`config.mk`:
```
export PLATFORM = sky130hd
export DESIGN_NAME = keypad_scan_debounce_pin_entry_unit
export DESIGN_NICKNAME = d
export VERILOG_FILES = /design/src/design/kpd_pkg.sv /design/src/design/keypad_scan_debounce_pin_entry_unit.sv
export SDC_FILE = /design/constraint.sdc
export NUM_CORES = 1
export LEC_CHECK = 0
export BUFFER_PORTS_ARGS = -buffer_cell sky130_fd_sc_hd__clkbuf_2
export CAP_MARGIN = 20
export CORE_UTILIZATION = 64
export DETAILED_ROUTE_END_ITERATION = 16
export PLACE_DENSITY = 0.82
export RECOVER_POWER = 100
export SKIP_CTS_REPAIR_TIMING = 1
export SYNTH_ARGS = -nofsm -noshare
export SYNTH_HDL_FRONTEND = slang
export SYNTH_SLANG_ARGS = --single-unit
```
`constraint.sdc`:
```
create_clock -name clk -period 11.1 [get_ports clk]
set_clock_uncertainty 0.05 [all_clocks]
set_input_delay 0 -clock clk [delete_from_list [all_inputs] [get_ports clk]]
set_output_delay 0 -clock clk [all_outputs]
set_load 0.03 [all_outputs]
```
`src/design/kpd_pkg.sv`:
```
// Shared types, codes and key map of the keypad scan, debounce and PIN entry unit.
`timescale 1ns / 1ps
`default_nettype none

package kpd_pkg;

  // Default sizes.
  localparam int QUEUE_SLOTS_DEF = 8;
  localparam int PIN_DIGITS_DEF  = 5;

  localparam logic [15:0] DEBOUNCE_RESET = 16'd40;
  localparam int          COL_COUNT      = 3;
  localparam int          PIN_OUT_W      = 40;

  localparam logic [7:0] KEY_STAR = 8'h2A;
  localparam logic [7:0] KEY_HASH = 8'h23;

  // Command codes.
  localparam logic [2:0] CMD_TICK   = 3'd0;
  localparam logic [2:0] CMD_EDGE   = 3'd1;
  localparam logic [2:0] CMD_PIN    = 3'd2;
  localparam logic [2:0] CMD_SINGLE = 3'd3;
  localparam logic [2:0] CMD_CLEAR  = 3'd4;

  // Status codes.
  localparam logic [2:0] ST_NONE  = 3'd0;
  localparam logic [2:0] ST_PIN   = 3'd1;
  localparam logic [2:0] ST_MENU  = 3'd2;
  localparam logic [2:0] ST_KEY   = 3'd3;
  localparam logic [2:0] ST_DIGIT = 3'd4;

  // Register indexes.
  localparam logic REG_DEBOUNCE = 1'b0;

  typedef struct packed {
    logic [2:0] command;
    logic [1:0] column_index;
    logic [3:0] row_hits;
  } kpd_in_t;

  typedef struct packed {
    logic [2:0]  status;
    logic [7:0]  key_code;
    logic [39:0] pin_value;
    logic [31:0] activity_time;
    logic        key_taken;
    logic        queue_nonempty;
    logic        edge_accepted;
  } kpd_out_t;

  // Index of the lowest set row; only meaningful when some row is set.
  function automatic logic [1:0] kpd_low_row(input logic [3:0] rows);
    logic [1:0] r;
    r = 2'd3;
    if (rows[2]) r = 2'd2;
    if (rows[1]) r = 2'd1;
    if (rows[0]) r = 2'd0;
    return r;
  endfunction

  // Fixed map 123 / 456 / 789 / *0#.
  function automatic logic [7:0] kpd_key(input logic [1:0] row, input logic [1:0] col);
    logic [7:0] k;
    k = 8'h00;
    case (row)
      2'd0: k = (col == 2'd0) ? 8'h31 : (col == 2'd1) ? 8'h32 : 8'h33;
      2'd1: k = (col == 2'd0) ? 8'h34 : (col == 2'd1) ? 8'h35 : 8'h36;
      2'd2: k = (col == 2'd0) ? 8'h37 : (col == 2'd1) ? 8'h38 : 8'h39;
      2'd3: k = (col == 2'd0) ? KEY_STAR : (col == 2'd1) ? 8'h30 : KEY_HASH;
      default: k = 8'h00;
    endcase
    return k;
  endfunction

endpackage

`default_nettype wire

```
`src/design/keypad_scan_debounce_pin_entry_unit.sv`:
```
// Keypad scan with debounce, key queue and PIN entry: top level.
//
// Input items arrive on in_valid / in_data and are taken when in_stall is low.
// Each item (tick, column edge, PIN fetch, single key fetch or clear) yields
// exactly one result on out_valid / out_data, held until a cycle with
// out_stall low completes the transfer.
// The state is updated and the result is registered at the edge that accepts
// the item. One item is taken every cycle while in_stall is low; the whole
// step is a debounce subtract-and-compare, a lowest-row pick and one access of
// the key queue, whose front entry is read from its registered memory port.
// A two-entry output buffer lets one more item enter while a result is
// stalled; in_stall rises only when both entries are full.
// Reset (rst_n low, synchronous) clears the counters, empties the queue and
// the digit count and sets the debounce window to 40 ticks; the queue memory and
// the digit registers are not cleared, and no clearing pass is needed.
// The debounce window is written over the APB-style port; write it only while
// the block is idle, which the block itself does not enforce. pready is always high.
`timescale 1ns / 1ps
`default_nettype none

module keypad_scan_debounce_pin_entry_unit
  import kpd_pkg::*;
#(
  parameter int QUEUE_SLOTS = QUEUE_SLOTS_DEF,
  parameter int PIN_DIGITS  = PIN_DIGITS_DEF
) (
  input  wire logic        clk,
  input  wire logic        rst_n,
  input  wire logic        in_valid,
  output logic             in_stall,
  input  wire kpd_in_t     in_data,
  output logic             out_valid,
  input  wire logic        out_stall,
  output kpd_out_t         out_data,
  input  wire logic        psel,
  input  wire logic        penable,
  input  wire logic        pwrite,
  input  wire logic [2:0]  paddr,
  input  wire logic [31:0] pwdata,
  output logic [31:0]      prdata,
  output logic             pready
);

  localparam int PTR_W  = $clog2(QUEUE_SLOTS);
  localparam int CNT_W  = $clog2(PIN_DIGITS + 1);
  localparam int DIG_IW = (PIN_DIGITS > 1) ? $clog2(PIN_DIGITS) : 1;
  localparam int PACK_W = 8 * PIN_DIGITS;
  localparam int EXT_W  = (PACK_W > PIN_OUT_W) ? PACK_W : PIN_OUT_W;
  localparam logic [PTR_W-1:0] PTR_LAST = PTR_W'(QUEUE_SLOTS - 1);
  localparam logic [CNT_W-1:0] CNT_LAST = CNT_W'(PIN_DIGITS - 1);

  // Configuration.
  logic [15:0] debounce_r;
  logic        cfg_wr;

  assign pready = 1'b1;
  assign cfg_wr = psel && penable && pwrite && pready;
  assign prdata = (paddr[2] == REG_DEBOUNCE) ? {16'd0, debounce_r} : 32'd0;

  always_ff @(posedge clk) begin
    if (!rst_n) begin
      debounce_r <= DEBOUNCE_RESET;
    end else if (cfg_wr && (paddr[2] == REG_DEBOUNCE)) begin
      debounce_r <= pwdata[15:0];
    end
  end

  // State.
  logic [31:0]      time_r, time_nxt;
  logic [31:0]      last_r, last_nxt;
  logic [PTR_W-1:0] head_r, head_nxt;
  logic [PTR_W-1:0] tail_r, tail_nxt;
  logic [CNT_W-1:0] cnt_r, cnt_nxt;
  logic [7:0]       digits_r [PIN_DIGITS];

  // Key queue memory with a registered read of the next front entry.
  logic [7:0]       ring_mem [QUEUE_SLOTS];
  logic [7:0]       rd_q;
  logic             byp_r;
  logic [7:0]       byp_data_r;
  logic [7:0]       front_key;

  // Output buffer.
  logic             out_valid_r, skid_valid_r;
  kpd_out_t         out_r, skid_r;
  logic             in_fire, out_fire;

  kpd_out_t         res;
  logic             push_en, dig_we, edge_ok;
  logic [7:0]       edge_key;
  logic [PTR_W-1:0] head_inc, tail_inc;
  logic             ring_empty, ring_full;
  logic [PACK_W-1:0] pack;
  logic [EXT_W-1:0]  pack_ext;

  assign in_stall  = skid_valid_r;
  assign out_valid = out_valid_r;
  assign out_data  = out_r;
  assign in_fire   = in_valid && !skid_valid_r;
  assign out_fire  = out_valid_r && !out_stall;

  assign front_key  = byp_r ? byp_data_r : rd_q;
  assign head_inc   = (head_r == PTR_LAST) ? '0 : head_r + PTR_W'(1);
  assign tail_inc   = (tail_r == PTR_LAST) ? '0 : tail_r + PTR_W'(1);
  assign ring_empty = (head_r == tail_r);
  assign ring_full  = (head_inc == tail_r);

  assign edge_ok = ((time_r - last_r) >= {16'd0, debounce_r})
                   && (32'(in_data.column_index) < 32'(COL_COUNT))
                   && (in_data.row_hits != 4'd0);
  assign edge_key = kpd_key(kpd_low_row(in_data.row_hits), in_data.column_index);

  // Packed PIN: first digit in the top byte; the last digit is the key just popped.
  always_comb begin
    pack = '0;
    for (int i = 0; i < PIN_DIGITS; i++) begin
      pack[PACK_W-1-8*i -: 8] = (i == PIN_DIGITS - 1) ? front_key : digits_r[i];
    end
  end
  assign pack_ext = EXT_W'(pack);

  always_comb begin
    time_nxt = time_r;
    last_nxt = last_r;
    head_nxt = head_r;
    tail_nxt = tail_r;
    cnt_nxt  = cnt_r;
    push_en  = 1'b0;
    dig_we   = 1'b0;
    res      = '0;
    if (in_fire) begin
      case (in_data.command)
        CMD_TICK: begin
          time_nxt = time_r + 32'd1;
        end
        CMD_EDGE: begin
          if (edge_ok) begin
            last_nxt          = time_r;
            res.edge_accepted = 1'b1;
            // A full queue drops the key but the press still counts.
            if (!ring_full) begin
              push_en  = 1'b1;
              head_nxt = head_inc;
            end
          end
        end
        CMD_PIN: begin
          if (!ring_empty) begin
            res.key_code      = front_key;
            res.key_taken     = 1'b1;
            res.activity_time = time_r;
            tail_nxt          = tail_inc;
            if (front_key == KEY_STAR) begin
              head_nxt   = '0;
              tail_nxt   = '0;
              cnt_nxt    = '0;
              res.status = ST_MENU;
            end else if (cnt_r == CNT_LAST) begin
              res.pin_value = pack_ext[PIN_OUT_W-1:0];
              head_nxt      = '0;
              tail_nxt      = '0;
              cnt_nxt       = '0;
              res.status    = ST_PIN;
            end else begin
              dig_we     = 1'b1;
              cnt_nxt    = cnt_r + CNT_W'(1);
              res.status = ST_DIGIT;
            end
          end
        end
        CMD_SINGLE: begin
          if (!ring_empty) begin
            res.key_code  = front_key;
            res.key_taken = 1'b1;
            tail_nxt      = tail_inc;
            res.status    = ST_KEY;
          end
        end
        CMD_CLEAR: begin
          head_nxt = '0;
          tail_nxt = '0;
          cnt_nxt  = '0;
        end
        default: begin
        end
      endcase
    end
    res.queue_nonempty = (head_nxt != tail_nxt);
  end

  always_ff @(posedge clk) begin
    if (!rst_n) begin
      time_r <= '0;
      last_r <= '0;
      head_r <= '0;
      tail_r <= '0;
      cnt_r  <= '0;
      byp_r  <= 1'b0;
    end else begin
      time_r <= time_nxt;
      last_r <= last_nxt;
      head_r <= head_nxt;
      tail_r <= tail_nxt;
      cnt_r  <= cnt_nxt;
      // A push into the slot that becomes the front is not seen by the read yet.
      byp_r  <= push_en && (head_r == tail_nxt);
    end
  end

  always_ff @(posedge clk) begin
    if (push_en) begin
      ring_mem[head_r] <= edge_key;
    end
    rd_q       <= ring_mem[tail_nxt];
    byp_data_r <= edge_key;
    if (dig_we) begin
      digits_r[cnt_r[DIG_IW-1:0]] <= front_key;
    end
  end

  always_ff @(posedge clk) begin
    if (!rst_n) begin
      out_valid_r  <= 1'b0;
      skid_valid_r <= 1'b0;
    end else if (skid_valid_r) begin
      if (out_fire) begin
        out_r        <= skid_r;
        skid_valid_r <= 1'b0;
      end
    end else if (in_fire) begin
      if (!out_valid_r || out_fire) begin
        out_r       <= res;
        out_valid_r <= 1'b1;
      end else begin
        skid_r       <= res;
        skid_valid_r <= 1'b1;
      end
    end else if (out_fire) begin
      out_valid_r <= 1'b0;
    end
  end

  // The spare entry only fills behind a held result.
  a_skid_behind_out: assert property (@(posedge clk) disable iff (!rst_n)
    skid_valid_r |-> out_valid_r)
    else $error("output spare entry full while output register empty");

  // Entry always completes before the digit count passes PIN_DIGITS - 1.
  a_digit_count: assert property (@(posedge clk) disable iff (!rst_n)
    cnt_r <= CNT_LAST)
    else $error("digit count out of range");

  // A clear transfer empties the queue and the digit count.
  a_clear_empties: assert property (@(posedge clk) disable iff (!rst_n)
    (in_fire && (in_data.command == CMD_CLEAR)) |=> ((head_r == tail_r) && (cnt_r == '0)))
    else $error("clear did not empty the queue and digits");

  // A transfer that pops a key must have found the queue nonempty.
  a_pop_nonempty: assert property (@(posedge clk) disable iff (!rst_n)
    (in_fire && res.key_taken) |-> !ring_empty)
    else $error("key popped from an empty queue");

endmodule

`default_nettype wire
```
======== After elaboration in Yosys (flattened, before gate mapping) ========
Memory sizes are Yosys's and may differ from the RTL's. A register that Yosys moved wholly into a read port is not among the register bits.
Index checks and enable logic that the tools add are counted.
storage, ports and cells
  bits in writable memories ............... 104
  logic and storage cells ................. 150
  bits in registers ....................... 272
  bits of input ports ..................... 51
  memories kept ........................... 2
  output and inout bits ................... 121
memories
  memory    depth  width  rd ports  clocked after memory_dff  write ports  line                                       RTL
  ring_mem  8      8      1         1                         1            keypad_scan_debounce_pin_entry_unit.sv:77  logic [7:0] ring_mem [QUEUE_SLOTS];
  digits_r  5      8      4         0                         1            keypad_scan_debounce_pin_entry_unit.sv:74  logic [7:0] digits_r [PIN_DIGITS];
operators by class
  equality and inequality tests ........... 19
  add/sub/neg operators ................... 5
  bitwise operators ....................... 3
  order comparisons ....................... 2
  reduce and logical (&&, ||, !) cells .... 26
  muxes and demuxes ....................... 69
operators with widths
  kind                                                             count
  86-bit two-way mux                                               4
  84-bit two-way mux                                               1
  40-bit two-way mux                                               2
  72-bit two-way mux                                               1
  3-bit two-way mux                                                18
  32-bit by 1-bit adder with 32-bit output, second input constant  1
  32-bit by 16-bit greater-or-equal comparator with 1-bit output   1
  8-bit case mux with 4 select lines                               1
  32-bit subtractor                                                1
  1-bit two-way mux                                                26
  11-bit case mux with 2 select lines                              1
  3-bit case mux with 3 select lines                               2
  16-bit two-way mux                                               1
  3-bit == test, second input constant                             4
  10-bit two-way mux                                               1
  2-bit two-way mux                                                5
  5-bit two-way mux                                                2
  3-bit by 1-bit adder with 3-bit output, second input constant    3
  3-bit == test                                                    3
  3-bit AND reduction                                              3
  8-bit by 6-bit == test with 1-bit output, second input constant  1
  1-bit logical AND                                                8
  8-bit two-way mux                                                1
  4-bit AND reduction                                              2
  19 further kinds                                                 31

======== Logic depth before layout (Yosys ltp) ========
Gate-level depths: netlist of the first run.
  word-level depth ........................ 11
  depth in mapped cells ................... 24

======== Least setup slack after synthesis of the first run ========
No wires, ideal clock.
  path type ............................... register to register
  from .................................... reg skid_valid_r, in the netlist in_stall
  to ...................................... reg skid_r[0] in the netlist's numbering (enable)
  stages on the path, launching flop included .. 4
  required time ........................... 10.469 ns
  path slack .............................. 4.999 ns
  setup time .............................. 0.581 ns
  buffers on the path ..................... 0
  arrival ................................. 5.470 ns
  cells stage by stage .................... dfxtp_1 > inv_1 > nand2_1 > nor3_1
on the way
  cells in the longest elaborated chain, start to end .. 3
  elaborated cells on any way between the ends .. 4
RTL lines
  element                                   line                                        RTL
  start: declaration                        keypad_scan_debounce_pin_entry_unit.sv:84   logic out_valid_r, skid_valid_r;
  start signal: assignment                  keypad_scan_debounce_pin_entry_unit.sv:224  skid_valid_r <= 1'b0;
  start signal: assignment                  keypad_scan_debounce_pin_entry_unit.sv:228  skid_valid_r <= 1'b0;
  start signal: assignment                  keypad_scan_debounce_pin_entry_unit.sv:236  skid_valid_r <= 1'b1;
  1-bit logical NOT                         keypad_scan_debounce_pin_entry_unit.sv:99   assign in_fire = in_valid && !skid_valid_r;
  1-bit logical AND                         keypad_scan_debounce_pin_entry_unit.sv:99
  4-bit AND reduction (no source line) (*)  --
  end signal: assignment                    keypad_scan_debounce_pin_entry_unit.sv:235  skid_r <= res;
  end: declaration                          keypad_scan_debounce_pin_entry_unit.sv:85   kpd_out_t out_r, skid_r;
Every way passes the cells marked *; elsewhere a longest branch is shown, timed or not.
A chain may end at the register's enable or synchronous reset.

======== Worst setup path in the final report of the first run ========
  from .................................... reg time_r[0]
  to ...................................... reg last_r[28]
on the way
  cells in the longest elaborated chain, start to end .. 5
RTL lines
  element                                                         line                                        RTL
  start: declaration                                              keypad_scan_debounce_pin_entry_unit.sv:69   logic [31:0] time_r, time_nxt;
  start signal: assignment                                        keypad_scan_debounce_pin_entry_unit.sv:200  time_r <= time_nxt;
  32-bit subtractor                                               keypad_scan_debounce_pin_entry_unit.sv:108  assign edge_ok = ((time_r - last_r) >= {16'd0, debounce_r})
  32-bit by 16-bit greater-or-equal comparator with 1-bit output  keypad_scan_debounce_pin_entry_unit.sv:108
  1-bit logical AND                                               keypad_scan_debounce_pin_entry_unit.sv:109  && (32'(in_data.column_index) < 32'(COL_COUNT))
  1-bit logical AND                                               keypad_scan_debounce_pin_entry_unit.sv:110  && (in_data.row_hits != 4'd0);
  3-bit AND reduction (no source line)                            --
  end signal: assignment                                          keypad_scan_debounce_pin_entry_unit.sv:201  last_r <= last_nxt;
  end: declaration                                                keypad_scan_debounce_pin_entry_unit.sv:70   logic [31:0] last_r, last_nxt;
Every way passes these cells.

==> run_results.csv, run 1 <==
group,metric,value,unit
run_status,status,"complete, but fails checks",
cts,clock_sinks,300,
detailed_routing,ant_nets,0,
placement,numPortBuffers,124,
setup_path,crit_chain,"inv_1 -> ha_1 -> fa_1 -> nor2b_1 -> o2111ai_1 -> nand2_1 -> a21oi_1 -> o21ai_0 -> xor2_1 -> ha_1 -> a21oi_1 -> nand2_1 -> a2111o_1 -> a211oi_1 -> nand4_1 -> or4_2 -> nor4_1 -> a31oi_1 -> nand3_1 -> buf_12 -> mux2i_1 -> nor2_1",
yosys,ys_ff_latch,300,
detailed_routing,drtPass1Iterations,6,
yosys,async_flop_share,0,%
sta,worstMarginPinSlew,3.896,ns
pwr,power.leakage,6.758,nW
finish,syn_to_final_growth,11.59,%
yosys,synth_largest_area_cell,"edfxtp_1",
global_route,antenna_found_initial,0,
pwr,combPwrFrac,5.2,%
finish,postLayoutCoreUtil,73.49,%
detailed_routing,drtIter0Drc,871,
detailed_routing,drc,0,
yosys,ys_top_cells_by_area,"edfxtp_1 40%, dfxtp_1 14%, ha_1 4.5%, mux2_2 4.5%, nor2_1 3.7%",
run_status,violations,"hold timing, capacitance limit, slew limit",
setup_path,end_kind,"register",
setup_path,cpMaxStageDelayCell,"nor4_1",
min_path,hold_start,"in_data[1]",
global_route,overflow,0,
sta,clock.fmax,0.1366,GHz
pwr,p_sw_share,21.60,%
floorplanning,die-width,155.3,um
setup_path,crit_required,11.33,ns
sta,hold_violations,1,
yosys,seq_area_frac_synth,53.08,%
global_route,first_global_vias,9670,
sta,slew_violations,286,
yosys,netlist_area,15050,um2
pwr,p_clk_share,42.9,%
setup_path,crit_family,"simple AND/OR/NAND/NOR gates",
sta,slew_headroom,-159.7,%
placement,place_ws,4.909,ns
yosys,avgSynthCellArea,10.69,um2
setup_path,critPathLaunch,"time_r[0]",
detailed_routing,post_drt_wl_per_cell,16.71,um
floorplanning,die-area,24130,um2
pwr,p_int,1.833,mW
pwr,power,2.337,mW
floorplanning,die_y,155.3,um
global_route,grt_pass1_wl,49230,um
cts,path_clk_slew,0.06,ns
detailed_routing,vias,10724,
cts,cts_buffers,30,
cts,cts_max_path_buffers,3,
finish,final_nets,1634,
setup_path,crit_arrival,7.55,ns
placement,placed_cell_area,15670,um2
detailed_routing,via_per_inst,5.750,
floorplanning,initial_core_util,65.86,%
yosys,post_synth_inst_count,1408,
setup_path,cp-start-kind,"register",
cts,h-tree-depth,1,
yosys,synth_most_common_cell,"edfxtp_1",
sta,rsz0062_at_grt,"false",
pwr,p_seq_share,51.9,%
sta,fin_crit_sh,65.98,%
sta,tns,0,ns
yosys,synthFlopType,"edfxtp_1",
min_path,hp-class,"in -> reg",
sta,setup_viol,0,
placement,place_congestion,0.9173,
detailed_routing,wl,31170,um
yosys,synth_edf_count,198,
finish,antenna_cells,0,
setup_path,crit_type,"reg -> reg",
finish,final_cell_area,16790,um2
placement,hpwlAfterDp,21030,um
floorplanning,io_pins,172,
cts,cts_tree,"yes",
sta,setup_ws,3.777,ns
global_route,grt_max_degree,87,
setup_path,slowest_delay,0.95,ns
cts,cts-root-buf,"clkbuf_16",
yosys,synth_common_cells,"198 x edfxtp_1, 147 x nor2_1, 113 x nand2_1",
setup_path,cp.buffers_inverters,2,
sta,min_period,7.323,ns
global_route,grt_use_total,25.28,%
setup_path,reg2reg_from,"time_r[0]",
sta,hold_slack,-0.006363,ns
pwr,p_per_area,139.2,nW/um2
setup_path,critPathMaxFanout,25,
yosys,yosysTopAreaCellShare,39.51,%
pwr,p_sw,0.5048,mW
floorplanning,rows,55,
floorplanning,coreArea,22850,um2
finish,drive_gt1_share,9.149,%
pwr,peakVddDrop,0.1121,mV
yosys,ys_types,77,
cts,clock_latency,0.56,ns
finish,n_fill_cell,1628,
job,cap_viol_max_count,5,
yosys,yosysWarningCount,0,
[routing by layer]
| metal | track usage [%] | wire length, um | vias up |
|---|---|---|---|
| li1 | - | - | 5215 |
| met1 | 37.25 | 14600 | 5085 |
| met2 | 40.10 | 14200 | 390 |
| met3 | 3.315 | 1888 | 34 |
| met4 | 5.415 | 479 | 0 |
| met5 | 0 | 0 | - |
[cell families (layout without fill, tap and decap cells)]
family | Yosys count | after routing | share of synthesized area, %
AND/OR/NAND/NOR | 479 | 479 | 15.52
flip-flops | 300 | 300 | 53.08
AO/OA/AOI/OAI | 231 | 231 | 10.08
buffers and inverters | 175 | 292 | 5.546
multiplexers | 113 | 113 | 8.016
adder cells (fa/ha/maj) | 55 | 55 | 4.623
XOR/XNOR | 53 | 53 | 3.085
other | 2 | 29 | 0.04991
[worst register-to-register path, cell delays in order (launching register included)]
cell,delay [ns]
dfxtp_1,0.43
inv_1,0.09
ha_1,0.25
fa_1,0.41
nor2b_1,0.21
o2111ai_1,0.19
nand2_1,0.24
a21oi_1,0.14
o21ai_0,0.24
xor2_1,0.24
ha_1,0.30
a21oi_1,0.14
nand2_1,0.08
a2111o_1,0.41
a211oi_1,0.19
nand4_1,0.11
or4_2,0.67
nor4_1,0.95
a31oi_1,0.52
nand3_1,0.57
buf_12,0.29
mux2i_1,0.29
nor2_1,0.06
[sequential cells by signal, summed over array words and instances (netlist names), 3 cells and up]
signal,cells
last_r,32
time_r,32
cnt_r,3
skid_r,69
head_r,3
ring_mem,40
digits_r,20
out_data,69
rd_q,5
byp_data_r,5
tail_r,3
debounce_r,16
[metrics by stage]
step / hold slack [ns] / std cells
floorplan: 0.03887 / 1435
global placement: 0.1746 / 1777
detailed placement: 0.1789 / 1778
CTS: -0.4052 / 1834
global route: 0.01161 / 1865
finish: -0.006363 / 1865
[power by group through the flow]
stage | Sequential (mW) | Clock, mW | Combinational, mW
floorplan | 1.26 | 0 | 0.0696
global placement | 1.23 | 0 | 0.113
detailed placement | 1.24 | 0 | 0.115
CTS | 1.21 | 1.02 | 0.116
global route | 1.21 | 1.06 | 0.129
finish | 1.21 | 1.00 | 0.121
[final timing paths]
check	slack, ns	end	depth (start not counted)
max	3.78	last_r[28]	22
min	-0.006	byp_data_r[4]	3
max reg2reg	3.78	last_r[28]	22
min reg2reg	0.40	debounce_r[10]	2
[area by class of cell]
class                      count  area (um2)  share of cell area [%]
clock inverter                10       157.7                  0.9389
multi-input combinational    960        6289                   37.45
clock buffer                  46       840.8                   5.007
inverter                      73       274.0                   1.632
tap                          313       391.6                   2.332
timing repair buffer         163       850.8                   5.067
sequential                   300        7988                   47.57
[cell usage in the layout (no fill, tap or decap), types with 40 or more instances in the layout]
cell type	netlist	routed
dfxtp_1	102	102
ha_1	54	54
mux2i_1	53	53
nand2_1	113	113
a21oi_1	75	75
mux2_2	60	55
edfxtp_1	198	198
and2_0	1	53
clkbuf_1	53	116
inv_1	72	72
o21ai_0	40	40
nor2_1	147	146
No activity file was read; power rests on OpenSTA's default activity.
==> run 2, diff against run 1 <==
ABC_AREA = 1   (was unset)
CORE_UTILIZATION = 54   (was 64)
PLACE_DENSITY = 0.73   (was 0.82)
clock period = 6.3 ns   (was 11.1 ns; I/O delays follow)
==> run 2 against run 1 <==
  * Final cell count increased by 30%
  * Clock power increased by 94%
  * Critical path depth decreased by 18
  * Critical path type unchanged
  * The flow finishes with violations (capacitance limit, slew limit)
  * Critical endpoint is now out_data[15]
  * Synthesized cell count increased by 33%
  * Worst hold slack improved by 0.031 ns
  * Count of clock-buffer cells in the layout decreased by 15
  * Worst setup slack got worse by 2.4 ns
  * Design area increased by 3.5%
  * Combinational power increased to 4.4 times the previous value
==> run_results.csv, run 2 <==
group,metric,value,unit
setup_path,crit_type,"reg -> reg",
floorplanning,initial_core_util,55.22,%
setup_path,end_kind,"register",
setup_path,crit_family,"buffers and inverters",
setup_path,critPathLaunch,"in_stall",
setup_path,cp.buffers_inverters,2,
detailed_routing,drtPass1Iterations,5,
global_route,antenna_found_initial,0,
setup_path,crit_chain,"clkbuf_1 -> a21oi_1 -> nor3_1 -> clkbuf_2",
placement,place_congestion,0.9296,
placement,numPortBuffers,124,
cts,clock_sinks,300,
yosys,yosysWarningCount,0,
detailed_routing,post_drt_wl_per_cell,13.80,um
setup_path,cp-start-kind,"register",
finish,final_cell_area,17380,um2
global_route,grt_use_total,22.95,%
floorplanning,rows,61,
cts,cts_tree,"yes",
yosys,seq_area_frac_synth,51.78,%
cts,h-tree-depth,1,
finish,antenna_cells,0,
sta,min_period,4.910,ns
finish,final_nets,2125,
setup_path,slowest_delay,2.36,ns
detailed_routing,drc,0,
finish,most-common-layout-cells,"573 x nand2_1, 298 x inv_1, 198 x edfxtp_1, 169 x nor2_1, 106 x a21oi_1",
yosys,synth_most_common_cell,"nand2_1",
cts,cts_buffers,30,
placement,hpwlAfterDp,23630,um
run_status,violations,"capacitance limit, slew limit",
cts,clock_latency,0.58,ns
yosys,synth_compound_area_share,7.908,%
floorplanning,die-area,29250,um2
yosys,synth_top_family_by_area,"simple AND/OR/NAND/NOR gates",
setup_path,reg2reg_from,"in_stall",
sta,fin_crit_sh,77.93,%
detailed_routing,vias,12173,
setup_path,crit_arrival,5.04,ns
floorplanning,coreArea,27930,um2
detailed_routing,ant_nets,0,
sta,tns,0,ns
yosys,ys_ff_latch,300,
sta,hold_violations,0,
sta,rsz0062_at_grt,"false",
yosys,yosysTopAreaCellShare,38.54,%
global_route,grt_max_degree,75,
yosys,ys_top_cells_by_area,"edfxtp_1 39%, nand2_1 14%, dfxtp_1 13%, inv_1 7.2%, ha_1 4.4%",
cts,cts-root-buf,"clkbuf_16",
detailed_routing,top_layer_used,"met4",
floorplanning,die-width,171.0,um
yosys,synth-simple-area-share,23.79,%
yosys,avgSynthCellArea,8.218,um2
detailed_routing,via_per_inst,5.028,
floorplanning,die_y,171.0,um
yosys,synth_largest_area_cell,"edfxtp_1",
global_route,overflow,0,
min_path,hold_start,"rst_n",
yosys,synthMuxAreaShare,0.06489,%
setup_path,critPathMaxFanout,74,
yosys,synth_fa_ha_area_share,4.510,%
yosys,synthFlopType,"edfxtp_1",
placement,placed_cell_area,16230,um2
pwr,peakVddDrop,0.2181,mV
detailed_routing,route.met3.wl,1921,um
min_path,hp-class,"in -> reg",
global_route,grt_pass1_wl,54040,um
yosys,post_synth_inst_count,1877,
sta,slew_violations,110,
finish,final_common_cell,"nand2_1",
finish,drive_gt1_share,4.944,%
yosys,synthXorXnorAreaFrac,1.306,%
yosys,ys_types,53,
yosys,async_flop_share,0,%
pwr,p_per_area,266.3,nW/um2
detailed_routing,wl_met2,15140,um
sta,setup_viol,0,
detailed_routing,drt-met1-wl,15400,um
cts,cts_max_path_buffers,3,
yosys,synth_edf_count,198,
setup_path,crit_required,6.43,ns
cts,path_clk_slew,0.06,ns
sta,clock.fmax,0.2037,GHz
run_status,status,"complete, but fails checks",
setup_path,cpMaxStageDelayCell,"clkbuf_1",
finish,syn_to_final_growth,12.64,%
pwr,power.leakage,7.636,nW
yosys,synth_common_cells,"569 x nand2_1, 297 x inv_1, 198 x edfxtp_1",
detailed_routing,drtIter0Drc,847,
yosys,netlist_area,15430,um2
sta,slew_headroom,-122.6,%
detailed_routing,wl,33410,um
floorplanning,io_pins,172,
job,cap_viol_max_count,3,
global_route,first_global_vias,11208,
sta,worstMarginPinSlew,3.338,ns
[run 2: cell count changes after synthesis, moves of 16 or more]
cell / delta
nand3_1: +33
clkbuf_1: -26
and2_1: -55
mux2i_1: -52
mux2_2: -60
o21ai_0: +40
nand2_1: +456
nor2_1: +16
a21oi_1: +31
inv_1: +225
[run 2: layout make-up]
class | instances | area (um2)
clock inverter | 25 | 339.1
timing repair buffer | 166 | 864.6
inverter | 307 | 1152
multi-input combinational | 1214 | 5804
sequential | 300 | 7988
clock buffer | 31 | 754.5
fill | 2467 | 10560
tap | 378 | 473.0
[run 2: cell families after synthesis]
logic type      Yosys count
simple gates            882
buf+inv                 390
flops                   300
compound gates          224
fa+ha+maj                55
xor+xnor                 23
other cells               2
mux                       1
[run 2: metrics by stage]
stage / util [%] / hold slack, ns / setup WS, ns / std cells / total power [mW]
4_1_cts: 62.01 / -0.4169 / 1.765 / 2389 / 4.647
3_3_place_gp: 58.09 / 0.1702 / 1.952 / 2333 / 2.705
6_report: 62.20 / 0.02436 / 1.390 / 2421 / 4.628
5_1_grt: 62.20 / 0.03534 / 0.8731 / 2421 / 4.805
3_5_place_dp: 58.09 / 0.1772 / 1.818 / 2333 / 2.718
2_1_floorplan: - / 0.08038 / 0.01445 / 1904 / 2.603
[run 2: path summary, 6_finish.rpt]
check	to	cells past startpoint	slack, ns
setup reg to reg	out_data[15]	4	1.39
hold reg to reg	last_r[28]	2	0.41
hold / removal	cnt_r[1]	4	0.02
setup / recovery	out_data[15]	4	1.39
[run 2: worst min-delay path: stages]
cell and delay, ns:
clkbuf_2 0.08, buf_4 0.32, nand2_1 0.15, a21oi_1 0.04
[run 2: routing by layer]
layer  up-vias  GRT usage [%]
met2       345          36.92
met1      5514          31.68
met3        73          3.123
met5         -              0
li1       6241              -
met4         0          8.113
[run 2: power breakdown]
part | switching (mW) | leakage, nW | internal (mW)
Clock | 0.778 | 0.530 | 1.17
Combinational | 0.373 | 4.36 | 0.158
Sequential | 0.0146 | 2.75 | 2.14
Total | 1.17 | 7.64 | 3.46
